`src/rtl/yay0_lz_decompressor_macros.svh`:
```
// Assertion macros shared by the Yay0 LZ decompressor RTL.
// Included by the modules that carry concurrent checks; no other dependencies.
`ifndef YAY0_LZ_DECOMPRESSOR_MACROS_SVH
`define YAY0_LZ_DECOMPRESSOR_MACROS_SVH

`ifndef SYNTHESIS
// Same-cycle implication, disabled while reset is high.
`define YL_ASSERT_IMPLIES(name, clk, rst, ante, cons) \
   name: assert property (@(posedge clk) disable iff (rst) (ante) |-> (cons)) \
      else $error("assertion failed");
// Next-cycle implication, disabled while reset is high.
`define YL_ASSERT_NEXT(name, clk, rst, ante, cons) \
   name: assert property (@(posedge clk) disable iff (rst) (ante) |=> (cons)) \
      else $error("assertion failed");
`else
`define YL_ASSERT_IMPLIES(name, clk, rst, ante, cons)
`define YL_ASSERT_NEXT(name, clk, rst, ante, cons)
`endif

`endif

```
`src/rtl/yay0lz_pkg.sv`:
```
// Shared types and constants for the Yay0 LZ decompressor.
// Used by the controller, the datapath and the top level; no dependencies.
`timescale 1ns / 1ps

package yay0lz_pkg;

   localparam int WINDOW_BYTES     = 4096;
   localparam int WIN_AW           = $clog2(WINDOW_BYTES);
   localparam int PACKET_BYTES_DEF = 8;

   localparam int BYTE_W      = 8;
   localparam int PC_W        = 24;
   localparam int DIST_W      = 13;
   localparam int LEFT_W      = 9;
   localparam int CNT_W       = 3;
   localparam int COUNT_W     = 4;
   localparam int IN_TDATA_W  = 32;
   localparam int OUT_TDATA_W = 64;
   localparam int OUT_TUSER_W = 6;

   localparam int SHORT_BIAS = 2;
   localparam int LONG_BIAS  = 18;

   localparam logic FUNC_LITERAL = 1'b0;
   localparam logic FUNC_LINK    = 1'b1;

   typedef enum logic [1:0] {
      ST_IDLE,
      ST_PRIME,
      ST_RUN
   } ctrl_state_type;

   typedef struct packed {
      logic load;
      logic run;
   } ctrl_cmd_type;

   typedef struct packed {
      logic skip;
      logic step;
      logic last;
   } dp_status_type;

endpackage

```
`src/rtl/yay0lz_ctrl.sv`:
```
// Command sequencer of the Yay0 LZ decompressor: accepts requests and runs
// the byte loop. Depends on yay0lz_pkg.
`timescale 1ns / 1ps

module yay0lz_ctrl (
   input  logic                     clock,
   input  logic                     reset,
   input  logic                     req_tvalid,
   output logic                     req_tready,
   input  yay0lz_pkg::dp_status_type status,
   output yay0lz_pkg::ctrl_cmd_type  cmd
);

   import yay0lz_pkg::*;

   ctrl_state_type state_ff;
   ctrl_state_type state_in;

   always_ff @(posedge clock) begin
      if (reset) begin
         state_ff <= ST_IDLE;
      end else begin
         state_ff <= state_in;
      end
   end

   always_comb begin
      state_in = state_ff;
      unique case (state_ff)
         ST_IDLE: begin
            // A request on a finished or empty stream is taken and dropped.
            if (req_tvalid && !status.skip) begin
               state_in = ST_PRIME;
            end
         end
         ST_PRIME: begin
            state_in = ST_RUN;
         end
         ST_RUN: begin
            if (status.step && status.last) begin
               state_in = ST_IDLE;
            end
         end
         default: begin
            state_in = ST_IDLE;
         end
      endcase
   end

   always_comb begin
      req_tready = 1'b0;
      cmd        = '0;
      unique case (state_ff)
         ST_IDLE: begin
            req_tready = 1'b1;
            cmd.load   = req_tvalid && !status.skip;
         end
         ST_PRIME: begin
         end
         ST_RUN: begin
            cmd.run = 1'b1;
         end
         default: begin
         end
      endcase
   end

endmodule

```
`config.mk`:
```
export PLATFORM = sky130hd
export DESIGN_NAME = yay0lz_ctrl
export DESIGN_NICKNAME = d
export VERILOG_FILES = /design/src/rtl/yay0_lz_decompressor_macros.svh /design/src/rtl/yay0lz_pkg.sv /design/src/rtl/yay0lz_ctrl.sv
export SDC_FILE = /design/constraint.sdc
export NUM_CORES = 1
export LEC_CHECK = 0
export CAP_MARGIN = 20
export CORE_AREA = 2 2 39 41
export CTS_CLUSTER_SIZE = 25
export DETAILED_ROUTE_END_ITERATION = 8
export DIE_AREA = 0 0 41 43
export DONT_BUFFER_PORTS = 1
export GPL_ROUTABILITY_DRIVEN = 1
export HOLD_SLACK_MARGIN = 0.15
export PLACE_DENSITY_LB_ADDON = 0.12
export SETUP_SLACK_MARGIN = 0.4
export SLEW_MARGIN = 5
export SYNTH_ARGS = -nofsm -noshare
export SYNTH_HDL_FRONTEND = slang
export SYNTH_SLANG_ARGS = --single-unit
```
`constraint.sdc`:
```
create_clock -name clock -period 1.64 [get_ports clock]
set_clock_uncertainty 0.2 [all_clocks]
set_input_delay 0.246 -clock clock [delete_from_list [all_inputs] [get_ports clock]]
set_output_delay 0.246 -clock clock [all_outputs]
set_load 0.03 [all_outputs]
```
==> results by group, run 1 <==
Drt
  – Wirelength per Cell: between 8 and 9 um
  – Vias: between 100 and 150
  – Final wirelength: 283 um
  – Detailed Routing Iterations Pass 1: 1
  – DR iter-0 viols: 0
  – DRT antenna net count: 0
  – # DRC: 0
  – DR vias/cell: around 3

Power and ir drop
  – Clock power frac: 55.6%
  – Sw frac: 23.76%
  – Reg power frac: between 20 and 30%
  – Power density cells: 995.1 nW/um^2
  – Logic pwr share: ~17%
  – Maximum VDD drop: around 0.00026 V
  – Switching power: approximately 46 uW
  – Pint: between 100 and 150 uW
  – LEAKAGE: a little over 0.08 nW

Cells and area
  – Layout cell share with drive strength beyond 1: about half
  – Final nets: 26
  – Regs by FF count: state_ff (2)
  – Most flop-heavy register: state_ff
  – Largest register FFs: 2
  – Area grow syn2layout: 109.3%
  – Ant. Diodes: 0
  – Final Util: between 10 and 15%
  – Layout fillers: approximately 160

Clock network
  – Number of CTS-inserted buffers: 3
  – Root Buffer: clkbuf_4
  – Worst-path clk slew: roughly 30 ps
  – Skew-Pair Late Insertion Delay: 220 ps
  – CTS tree: done
  – Clock Path Buffers: 2
  – Setup bufs post-CTS: 0
  – H-Tree Depth: 1
  – Clk sinks: 2

Yosys
  – Synth cell types: 8
  – Top post-synthesis cells by count: 2 x dfxtp_1, 2 x nor2_1
  – Syn nets: 16
  – Yosys top cell area share: 42.67%
  – Syn_area_per_cell: roughly 9.4 um^2
  – Seq/Total Area, Yosys: 42.67%
  – Number of flops mapped to enable cells by yosys: 0
  – Synthesized instance count: 10
  – Yosys reg bits: 2
  – Ys async rst share: 0%
  – Synthesis Warnings: 0
  – Post-synth top area cell: dfxtp_1
  – Top post-synthesis cells by area: dfxtp_1 43%, nor4b_2 16%, and2b_2 9.3%
  – Predominant post-synthesis flop cell: dfxtp_1
  – Cell Area, Synth: approximately 94 um^2

Setup path
  – Worst path required time: roughly 1200 ps
  – Worst Path Arrival: 990 ps
  – Startpoint types: flop
  – Crit-path max FO: 4
  – Worst setup path class: reg2out
  – FF-to-FF path depth: 3
  – Critical path endpoint category: primary output

Floorplan
  – Die ar.: between 1500 and 2000 um^2
  – Core Area: 1384 um^2
  – Die Wd: 41 um
  – Row cnt: 14
  – Initial Util: 6.781%
  – Ports: 9
  – Die Ht: approximately 43 um

STA
  – Slew margin rel.: a little under nine tenths
  – Hold Vio Cnt, Final: 0
  – Fin. max-slew vios: 0
  – RSZ-0062 raised after global routing: true
  – Period utilization: a little under 90%
  – Setup_tns: 0 ps
  – Setup violators final: 0
  – Minimum clock period: approximately 1400 ps
  – Slew of the pin with the lowest slew margin: approximately 210 ps
  – Fmax: 694.9 MHz

Status
  – Status: complete, no violations

Min path
  – Tightest Hold Check Type: in2reg
  – Min-Delay Path Depth: 3

Global route
  – Pin count of the biggest net entering global routing: 5
  – Grt total ovfl: 0
  – First-pass GRT wire length: between 300 and 400 um
  – Initial antenna violation count: 0
  – Vias in the first global route: roughly 100
  – Total track usage: around 4.1%

Placed design
  – I/O Buffers: 0
  – Routability Congestion: 0.5429

Job
  – Number of max-cap violations: 0
timing repair:
item                                    in CTS  in global routing
endpoints found under the setup margin       4                  4
gates resized for setup                      2                  0
hold endpoints to repair                     2                  0
hold buffers                                 3                  0
pin swaps                                    0                  0
final timing paths:
kind	slack [ps]	endpoint	start
max	200	cmd[1]	state_ff[1]$_SDFFE_PP0P_
min	210	state_ff[0]$_SDFFE_PP0P_	status[2]
max reg2reg	390	state_ff[1]$_SDFFE_PP0P_	state_ff[0]$_SDFFE_PP0P_
min reg2reg	400	state_ff[1]$_SDFFE_PP0P_	state_ff[1]$_SDFFE_PP0P_
metrics by stage:
step	hold WS (ps)	setup WS, ps	total power, mW	area (um^2)	cells
floorplan	111.0	356.5	0.07322	103.9	10
global placement	112.5	370.6	0.07994	138.9	28
CTS	197.9	181.2	0.2032	196.4	34
global route	204.3	163.7	0.2084	196.4	34
finish	210.5	200.9	0.1955	196.4	34
detailed placement	115.9	359.2	0.08025	138.9	28
final cells by class:
cell class              count  area (um^2)  area share (%)
repair buffers              5        48.80           24.84
well taps                  16        20.02           10.19
multi-input cells           8        63.81           32.48
flip-flops and latches      2        41.29           21.02
clock buffers               3        22.52           11.46
placed cells by master (no fill, tap or decap):
| cell | instances |
|---|---|
| clkbuf_4 | 3 |
| dlygate4sd3_1 | 3 |
| nor2_1 | 2 |
| and2b_2 | 2 |
| nor4b_4 | 1 |
| nand2_1 | 1 |
| nor2b_1 | 1 |
| a21oi_1 | 1 |
| buf_6 | 1 |
| buf_4 | 1 |
| dfxtp_1 | 1 |
| dfxtp_2 | 1 |
power groups by stage:
stage / Clock, mW / Sequential (mW) / Combinational (mW)
final: 0.109 / 0.0546 / 0.0322
after global routing: 0.119 / 0.0547 / 0.0344
after CTS: 0.116 / 0.0545 / 0.0323
after detailed placement: 0 / 0.0552 / 0.0251
after global placement: 0 / 0.0549 / 0.0250
after floorplan: 0 / 0.0546 / 0.0187
layer usage:
layer	up-vias	track usage (%)	share of wire [%]
li1	51	-	-
met5	-	0	0
met1	39	3.195	40
met2	10	3.750	34
met4	0	10.00	5.3
met3	2	2.094	20
logic make-up (layout without fill, tap and decap cells):
group	after synthesis	count (layout)	share of synthesized area [%]
compound gates	1	1	5.328
simple gates	7	7	52.00
buf+inv	0	8	0
flops	2	2	42.67
critical path, stage by stage, from the launching register on:
cell,delay (ps)
dfxtp_2,330
nor4b_4,260
buf_6,170
Note: power is estimated with default switching activity, not from simulation.
==> inputs of run 2 (changes only) <==
--- a/config.mk
+++ b/config.mk
@@ -6,6 +6,8 @@
 export NUM_CORES = 1
 export LEC_CHECK = 0
 export CAP_MARGIN = 20
+export CELL_PAD_IN_SITES_DETAIL_PLACEMENT = 1
+export CELL_PAD_IN_SITES_GLOBAL_PLACEMENT = 1
 export CORE_AREA = 2 2 39 41
 export CTS_CLUSTER_SIZE = 25
 export DETAILED_ROUTE_END_ITERATION = 8
==> run 2 against run 1 <==
Sequential cell count did not move. Worst setup slack worse by 81 ps. Non-clock buffer count grew 1. First-iteration DRC count stayed put. Via count up 8.8%. Final cell count is 2.9% higher. Routed wire length decreased by 1.4%. Critical path depth shrank 1.
==> results by group, run 2 (same netlist as run 1, synthesis figures left out) <==
Status
  – Status: complete, no violations

Setup path
  – R2R Setup Slk: 310 ps (-80 ps)
  – Worst Path Arrival: 1070 ps (+80 ps)
  – CP max stage delay: 490 ps (+160 ps)
  – Worst path required time: 1190 ps (about the same)
  – Worst setup path class: reg2out
  – Crit-path cells: nor4b_4
  – FF-to-FF End: state_ff[0]$_SDFFE_PP0P_
  – Startpoint types: flop
  – FF-to-FF path depth: 2 (-1)
  – Reg2reg start: state_ff[0]$_SDFFE_PP0P_
  – Critical path's slowest cell: nor4b_4
  – Critical path endpoint category: primary output
  – CP bufs+invs: 0 (-1)
  – Crit-path max FO: 4 (unchanged)
  – Cell family with most CP delay: simple AND/OR/NAND/NOR gates

Global route
  – Grt total ovfl: 0 (unchanged)
  – First-pass GRT wire length: 427 um (+19%)
  – Initial antenna violation count: 0 (unchanged)
  – Pin count of the biggest net entering global routing: 5 (unchanged)
  – Vias in the first global route: 120 (+15%)
  – Total track usage: 4.705% (+0.60 points)

Floorplan
  – Die Wd: 41 um (unchanged)
  – Ports: 9 (unchanged)
  – Core Area: 1384 um^2 (unchanged)
  – Initial Util: 6.781% (unchanged)
  – Row cnt: 14 (unchanged)
  – Die Ht: 43 um (unchanged)
  – Die ar.: 1763 um^2 (unchanged)

Clock network
  – Skew-Pair Late Insertion Delay: 220 ps (about the same)
  – H-Tree Depth: 1 (unchanged)
  – Clock Path Buffers: 2 (unchanged)
  – CTS Hold Bufs: 3 (unchanged)
  – CTS tree: done
  – Worst-path clk slew: 30 ps (about the same)
  – Clk sinks: 2 (unchanged)
  – Root Buffer: clkbuf_4
  – Number of CTS-inserted buffers: 3 (unchanged)

STA
  – Setup violators final: 0 (unchanged)
  – RSZ-0062 raised after global routing: true
  – Slew margin rel.: 64.89% (-21 points)
  – Fin. max-slew vios: 0 (unchanged)
  – Setup WS post-layout: 119.5 ps (-81.44 ps)
  – Period utilization: 92.71% (+5.0 points)
  – Hold Vio Cnt, Final: 0 (unchanged)
  – Setup_tns: 0 ps (unchanged)
  – Fmax: 657.7 MHz (-5.4%)
  – Slew of the pin with the lowest slew margin: 524.5 ps (+316.1 ps)
  – Minimum clock period: 1521 ps (+81.44 ps)

Placed design
  – Worst slack, placed: 295.5 ps (-63.67 ps)
  – Routability Congestion: 0.5039 (-7.2%)
  – Dpl cell area: 131.4 um^2 (-5.4%)
  – Placed cell count: 27 (-3.6%)
  – I/O Buffers: 0 (unchanged)

Drt
  – Wirelength per Cell: 7.971 um (-4.2%)
  – DRT antenna net count: 0 (unchanged)
  – DR iter-0 viols: 0 (unchanged)
  – Vias: 111 (+8.8%)
  – # DRC: 0 (unchanged)
  – DR vias/cell: 3.171 (+5.7%)
  – Final wirelength: 279 um (-1.4%)
  – Detailed Routing Iterations Pass 1: 1 (unchanged)

Min path
  – WHS Endpoint: state_ff[0]$_SDFFE_PP0P_
  – Tightest Hold Check Type: in2reg
  – Min-Delay Path Depth: 2 (-1)
  – Worst Hold Launch: status[2]

Cells and area
  – Largest register FFs: 2 (unchanged)
  – Final std cells w/o fill: 35 (+2.9%)
  – Area grow syn2layout: 137.3%
  – Design area: 222.7 um^2 (+13%)
  – Most frequent cells in the layout: 3 x clkbuf_4, 3 x dlygate4sd3_1, 2 x buf_6
  – Ant. Diodes: 0 (unchanged)
  – Most flop-heavy register: state_ff
  – Regs by FF count: state_ff (2)
  – Layout cell share with drive strength beyond 1: 63.16% (+13 points)
  – Final nets: 27 (+3.8%)
  – Final Util: 16.09% (+1.9 points)

Job
  – Number of max-cap violations: 0 (unchanged)

Power and ir drop
  – Logic pwr share: 19.1% (+2.6 points)
  – Pint: 151.6 uW (+1.7%)
  – Clock power frac: 53.9% (-1.7 points)
  – LEAKAGE: 0.09237 nW (+11%)
  – Reg power frac: 27.0% (-0.9 points)
  – Maximum VDD drop: 0.0001436 V (-45%)
  – Switching power: 46.85 uW (+0.88%)
  – Sw frac: 23.61% (-0.15 points)
  – Power density cells: 891.0 nW/um^2 (-10%)
-- run 2: cell count changes in the layout (fill, tap and decap cells not counted), sizes merged --
cell	previous run	this run
buf	2	3
-- run 2: metrics by stage --
step | hold WS [ps] | power [mW]
finish | 119.6 | 0.1984
global route | 125.7 | 0.2138
CTS | 117.8 | 0.1974
detailed placement | 113.8 | 0.07847
global placement | 112.8 | 0.07838
floorplan | 111.0 | 0.07322
-- run 2: final cells by class --
class | instances | area (um^2)
Sequential cell | 2 | 43.79
Timing Repair Buffer | 6 | 60.06
Multi-Input combinational cell | 8 | 76.32
Tap cell | 16 | 20.02
Clock buffer | 3 | 22.52
Fill cell | 165 | 1161
-- run 2: power groups by stage --
stage	Combinational [mW]	Sequential (mW)	Clock (mW)
floorplan	0.0187	0.0546	0
CTS	0.0332	0.0531	0.111
global placement	0.0231	0.0553	0
detailed placement	0.0231	0.0554	0
global route	0.0407	0.0538	0.119
finish	0.0379	0.0535	0.107
-- run 2: worst max-delay path by stage --
stage                                         from                       end  cells past startpoint
after floorplan           state_ff[1]$_SDFFE_PP0P_  state_ff[0]$_SDFFE_PP0P_                      2
after global placement    state_ff[1]$_SDFFE_PP0P_  state_ff[0]$_SDFFE_PP0P_                      2
after detailed placement  state_ff[1]$_SDFFE_PP0P_  state_ff[0]$_SDFFE_PP0P_                      2
after CTS                 state_ff[1]$_SDFFE_PP0P_                    cmd[1]                      1
after global routing      state_ff[1]$_SDFFE_PP0P_                    cmd[1]                      1
final                     state_ff[0]$_SDFFE_PP0P_                    cmd[1]                      1
-- run 2: layer usage --
| metal | wire [um] | track usage [%] | vias to the layer above |
|---|---|---|---|
| met5 | 0 | 0 | - |
| met4 | 0 | 10.00 | 0 |
| met3 | 27 | 1.571 | 0 |
| met2 | 188 | 7.187 | 6 |
| met1 | 63 | 1.911 | 53 |
| li1 | - | - | 52 |
-- run 2: repair_timing --
item | CTS | global route
resized for setup | 4 | 4
setup buffers | 1 | 1
setup endpoints to repair | 5 | 4
endpoints found under the hold margin | 2 | 1
==> inputs of run 3 (changes only) <==
--- a/config.mk
+++ b/config.mk
@@ -5,6 +5,7 @@
 export SDC_FILE = /design/constraint.sdc
 export NUM_CORES = 1
 export LEC_CHECK = 0
+export ABC_AREA = 1
 export CAP_MARGIN = 20
 export CELL_PAD_IN_SITES_DETAIL_PLACEMENT = 1
 export CELL_PAD_IN_SITES_GLOBAL_PLACEMENT = 1
@@ -14,7 +15,7 @@
 export DIE_AREA = 0 0 41 43
 export DONT_BUFFER_PORTS = 1
 export GPL_ROUTABILITY_DRIVEN = 1
-export HOLD_SLACK_MARGIN = 0.15
+export HOLD_SLACK_MARGIN = 0.03
 export PLACE_DENSITY_LB_ADDON = 0.12
 export SETUP_SLACK_MARGIN = 0.4
 export SLEW_MARGIN = 5
==> constraint.sdc (replaced) <==
create_clock -name clock -period 1.64 [get_ports clock]
set_clock_uncertainty 0.2 [all_clocks]
set_input_delay 0 -clock clock [delete_from_list [all_inputs] [get_ports clock]]
set_output_delay 0 -clock clock [all_outputs]
set_load 0.03 [all_outputs]
==> run 3 against run 2 <==
Routed wire length is 13% higher. Final cell count is 11% higher. Core utilization is 0.81 points lower. Sequential power hardly changed. Synthesized cell count is 50% higher. Sequential share of layout area is 0.73 points lower. Register-to-register slack better by 440 ps. Via count is 5.4% higher. Global-route usage is 0.10 points higher. Clock-buffer cell count stayed put. Worst setup slack better by 390 ps. Power is 0.19% lower.
==> results by group, run 3 <==
Clock network
  – Worst-path clk slew: 30 ps (about the same)
  – Clock Path Buffers: 2 (unchanged)
  – Number of CTS-inserted buffers: 3 (unchanged)
  – CTS tree: done
  – Clk sinks: 2 (unchanged)
  – H-Tree Depth: 1 (unchanged)
  – Skew-Pair Late Insertion Delay: 220 ps (about the same)
  – Root Buffer: clkbuf_4

Yosys
  – Synthesized instance count: 15 (+5)
  – Syn_area_per_cell: 7.257 um^2 (-23%)
  – Seq/Total Area, Yosys: 36.78% (-5.9 points)
  – Main combinational cell family by area after synthesis: simple AND/OR/NAND/NOR gates
  – Post-synthesis xor/xnor area fraction: 0% (unchanged)
  – Number of flops mapped to enable cells by yosys: 0 (unchanged)
  – Synth Area in Compound Gates: 8.046% (+2.7 points)
  – Synthesis Warnings: 0 (unchanged)
  – Post-synthesis adder-cell area fraction: 0% (unchanged)
  – Cell Area, Synth: 108.9 um^2 (+16%)
  – Yosys reg bits: 2 (unchanged)
  – Post-synth top area cell: dfxtp_1
  – Yosys top cell area share: 36.78% (-5.9 points)
  – Syn nets: 21 (+5)
  – Mux cell area share after synthesis: 0% (unchanged)
  – Ys async rst share: 0% (unchanged)
  – Predominant post-synthesis flop cell: dfxtp_1
  – Synth cell types: 9 (+1)
  – Simple-Gate Fraction of Synth Area: 41.38% (-11 points)
  – Top post-synthesis cells by area: dfxtp_1 37%, nand2_1 10%, nand3_2 9.2%
  – Top post-synthesis cells by count: 3 x nand2_1, 2 x dfxtp_1, 2 x inv_1, 2 x inv_2, 2 x nor2_1
  – Most common cell in the netlist: nand2_1

Placed design
  – I/O Buffers: 0 (unchanged)
  – Routability Congestion: 0.5680 (+13%)

Power and ir drop
  – Switching power: 52.21 uW (+11%)
  – Power, Total: 198.1 uW (-0.19%)
  – Maximum VDD drop: 0.0001727 V (+20%)
  – Power density cells: 936.7 nW/um^2 (+5.1%)
  – LEAKAGE: 0.08189 nW (-11%)
  – Clock power frac: 55.0% (+1.1 points)
  – Logic pwr share: 18.1% (-1.0 points)
  – Pint: 145.9 uW (-3.8%)
  – Reg power frac: 26.9% (about the same)
  – Sw frac: 26.36% (+2.7 points)

STA
  – Period utilization: 68.79% (-24 points)
  – RSZ-0062 raised after global routing: false
  – Fin. max-slew vios: 0 (unchanged)
  – Fmax: 886.4 MHz (+35%)
  – Hold Vio Cnt, Final: 0 (unchanged)
  – Setup violators final: 0 (unchanged)
  – Slew margin rel.: 76.71% (+12 points)
  – Slew of the pin with the lowest slew margin: 349.0 ps (-175.5 ps)
  – Setup_tns: 0 ps (unchanged)
  – Minimum clock period: 1128 ps (-392.3 ps)

Drt
  – Final wirelength: 315 um (+13%)
  – Vias: 117 (+5.4%)
  – # DRC: 0 (unchanged)
  – Wirelength per Cell: 8.077 um (+1.3%)
  – DR vias/cell: 3.000 (-5.4%)
  – Detailed Routing Iterations Pass 1: 1 (unchanged)
  – DRT antenna net count: 0 (unchanged)
  – DR iter-0 viols: 0 (unchanged)

Floorplan
  – Core Area: 1384 um^2 (unchanged)
  – Ports: 9 (unchanged)
  – Initial Util: 7.866% (+1.1 points)
  – Die Wd: 41 um (unchanged)
  – Die Ht: 43 um (unchanged)
  – Die ar.: 1763 um^2 (unchanged)
  – Row cnt: 14 (unchanged)

Setup path
  – Worst Path Arrival: 930 ps (-140 ps)
  – Crit-path cells: inv_2 -> nand2_2 -> inv_1
  – Worst setup path class: reg2out
  – Critical path's slowest cell: dfxtp_1
  – R2R Setup Slk: 750 ps (+440 ps)
  – Startpoint types: flop
  – CP max stage delay: 310 ps (-180 ps)
  – Crit-path max FO: 3 (-1)
  – Critical path endpoint category: primary output
  – Worst path required time: 1440 ps (+250 ps)

Cells and area
  – Ant. Diodes: 0 (unchanged)
  – Largest register FFs: 2 (unchanged)
  – Most frequent cells in the layout: 5 x dlygate4sd3_1, 3 x nand2_1, 3 x clkbuf_4
  – Final nets: 31 (+15%)
  – Layout cell share with drive strength beyond 1: 47.83% (-15 points)
  – Area grow syn2layout: 94.25%
  – Regs by FF count: state_ff (2)
  – Most common cell after layout, fill and taps aside: dlygate4sd3_1
  – Most flop-heavy register: state_ff

Status
  – Status: complete, no violations

Global route
  – Total track usage: 4.805% (+0.10 points)
  – Vias in the first global route: 126 (+5.0%)
  – First-pass GRT wire length: 483 um (+13%)
  – Grt total ovfl: 0 (unchanged)
  – Pin count of the biggest net entering global routing: 4 (-1)
  – Initial antenna violation count: 0 (unchanged)

Job
  – Number of max-cap violations: 0 (unchanged)

Min path
  – Tightest Hold Check Type: in2reg
run 3: changes by cell type after synthesis, sizes merged:
| cell | previous run | this run |
|---|---|---|
| inv | 0 | 4 |
| and2b | 2 | 0 |
| nand3 | 0 | 1 |
| nor2b | 1 | 0 |
| nor4b | 1 | 0 |
| nor3 | 0 | 1 |
| nand2 | 1 | 4 |
run 3: cell families (layout without fill, tap and decap cells):
logic type | count (synthesis) | after routing
DFF | 2 | 2
buffers and inverters | 4 | 12
and+or+nand+nor | 8 | 8
AOI/OAI and AO/OA | 1 | 1
run 3: path summary, 6_finish.rpt:
path                                               start                       end  cells past startpoint
worst min register to register  state_ff[1]$_SDFFE_PP0P_  state_ff[1]$_SDFFE_PP0P_                      2
worst max-delay path            state_ff[1]$_SDFFE_PP0P_                req_tready                      3
worst max register to register  state_ff[0]$_SDFFE_PP0P_  state_ff[0]$_SDFFE_PP0P_                      3
worst min-delay path                               reset  state_ff[1]$_SDFFE_PP0P_                      2
run 3: metrics by stage:
stage | utilization, % | setup slack (ps) | cell area, um^2 | hold slack [ps] | instances
finish | 15.28 | 511.8 | 211.5 | 256.9 | 39
global route | 15.28 | 457.6 | 211.5 | 260.3 | 39
CTS | 14.92 | 437.5 | 206.4 | 254.3 | 39
detailed placement | 9.313 | 547.5 | 128.9 | -132.9 | 31
global placement | 9.313 | 548.4 | 128.9 | -132.7 | 31
floorplan | - | 601.3 | 108.9 | -137.6 | 15
run 3: power by group through the flow:
stage	combinational, mW	sequential [mW]	clock [mW]
after detailed placement	0.0230	0.0538	0
after global routing	0.0387	0.0535	0.122
after global placement	0.0227	0.0538	0
after floorplan	0.0207	0.0534	0
after CTS	0.0345	0.0533	0.115
final	0.0358	0.0533	0.109
run 3: cell type report:
| class | instances | area [um^2] |
|---|---|---|
| multi-input combinational | 9 | 63.81 |
| timing repair buffer | 5 | 50.05 |
| clock buffer | 3 | 22.52 |
| tap | 16 | 20.02 |
| fill | 163 | 1172 |
| inverter | 4 | 15.01 |
| sequential | 2 | 40.04 |
run 3: routing by layer:
layer | routed length (um) | global-route usage (%) | vias to the layer above
li1 | - | - | 61
met1 | 141 | 4.459 | 48
met2 | 137 | 5.000 | 8
met3 | 35 | 4.712 | 0
met4 | 0 | 6.000 | 0
met5 | 0 | 0 | -
run 3: worst max-delay path: cells and delay by family, from the launching register on:
family / cells / cell delay, ps
buffers and inverters: 2 / 300
AND/OR/NAND/NOR: 1 / 90
flip-flops: 1 / 310
run 3: repair_timing:
item                       CTS  global route
setup endpoints to repair    2             1
resized for setup            2             1
buffers inserted             0             0
hold buffers                 5             0
hold endpoints to repair     3             0
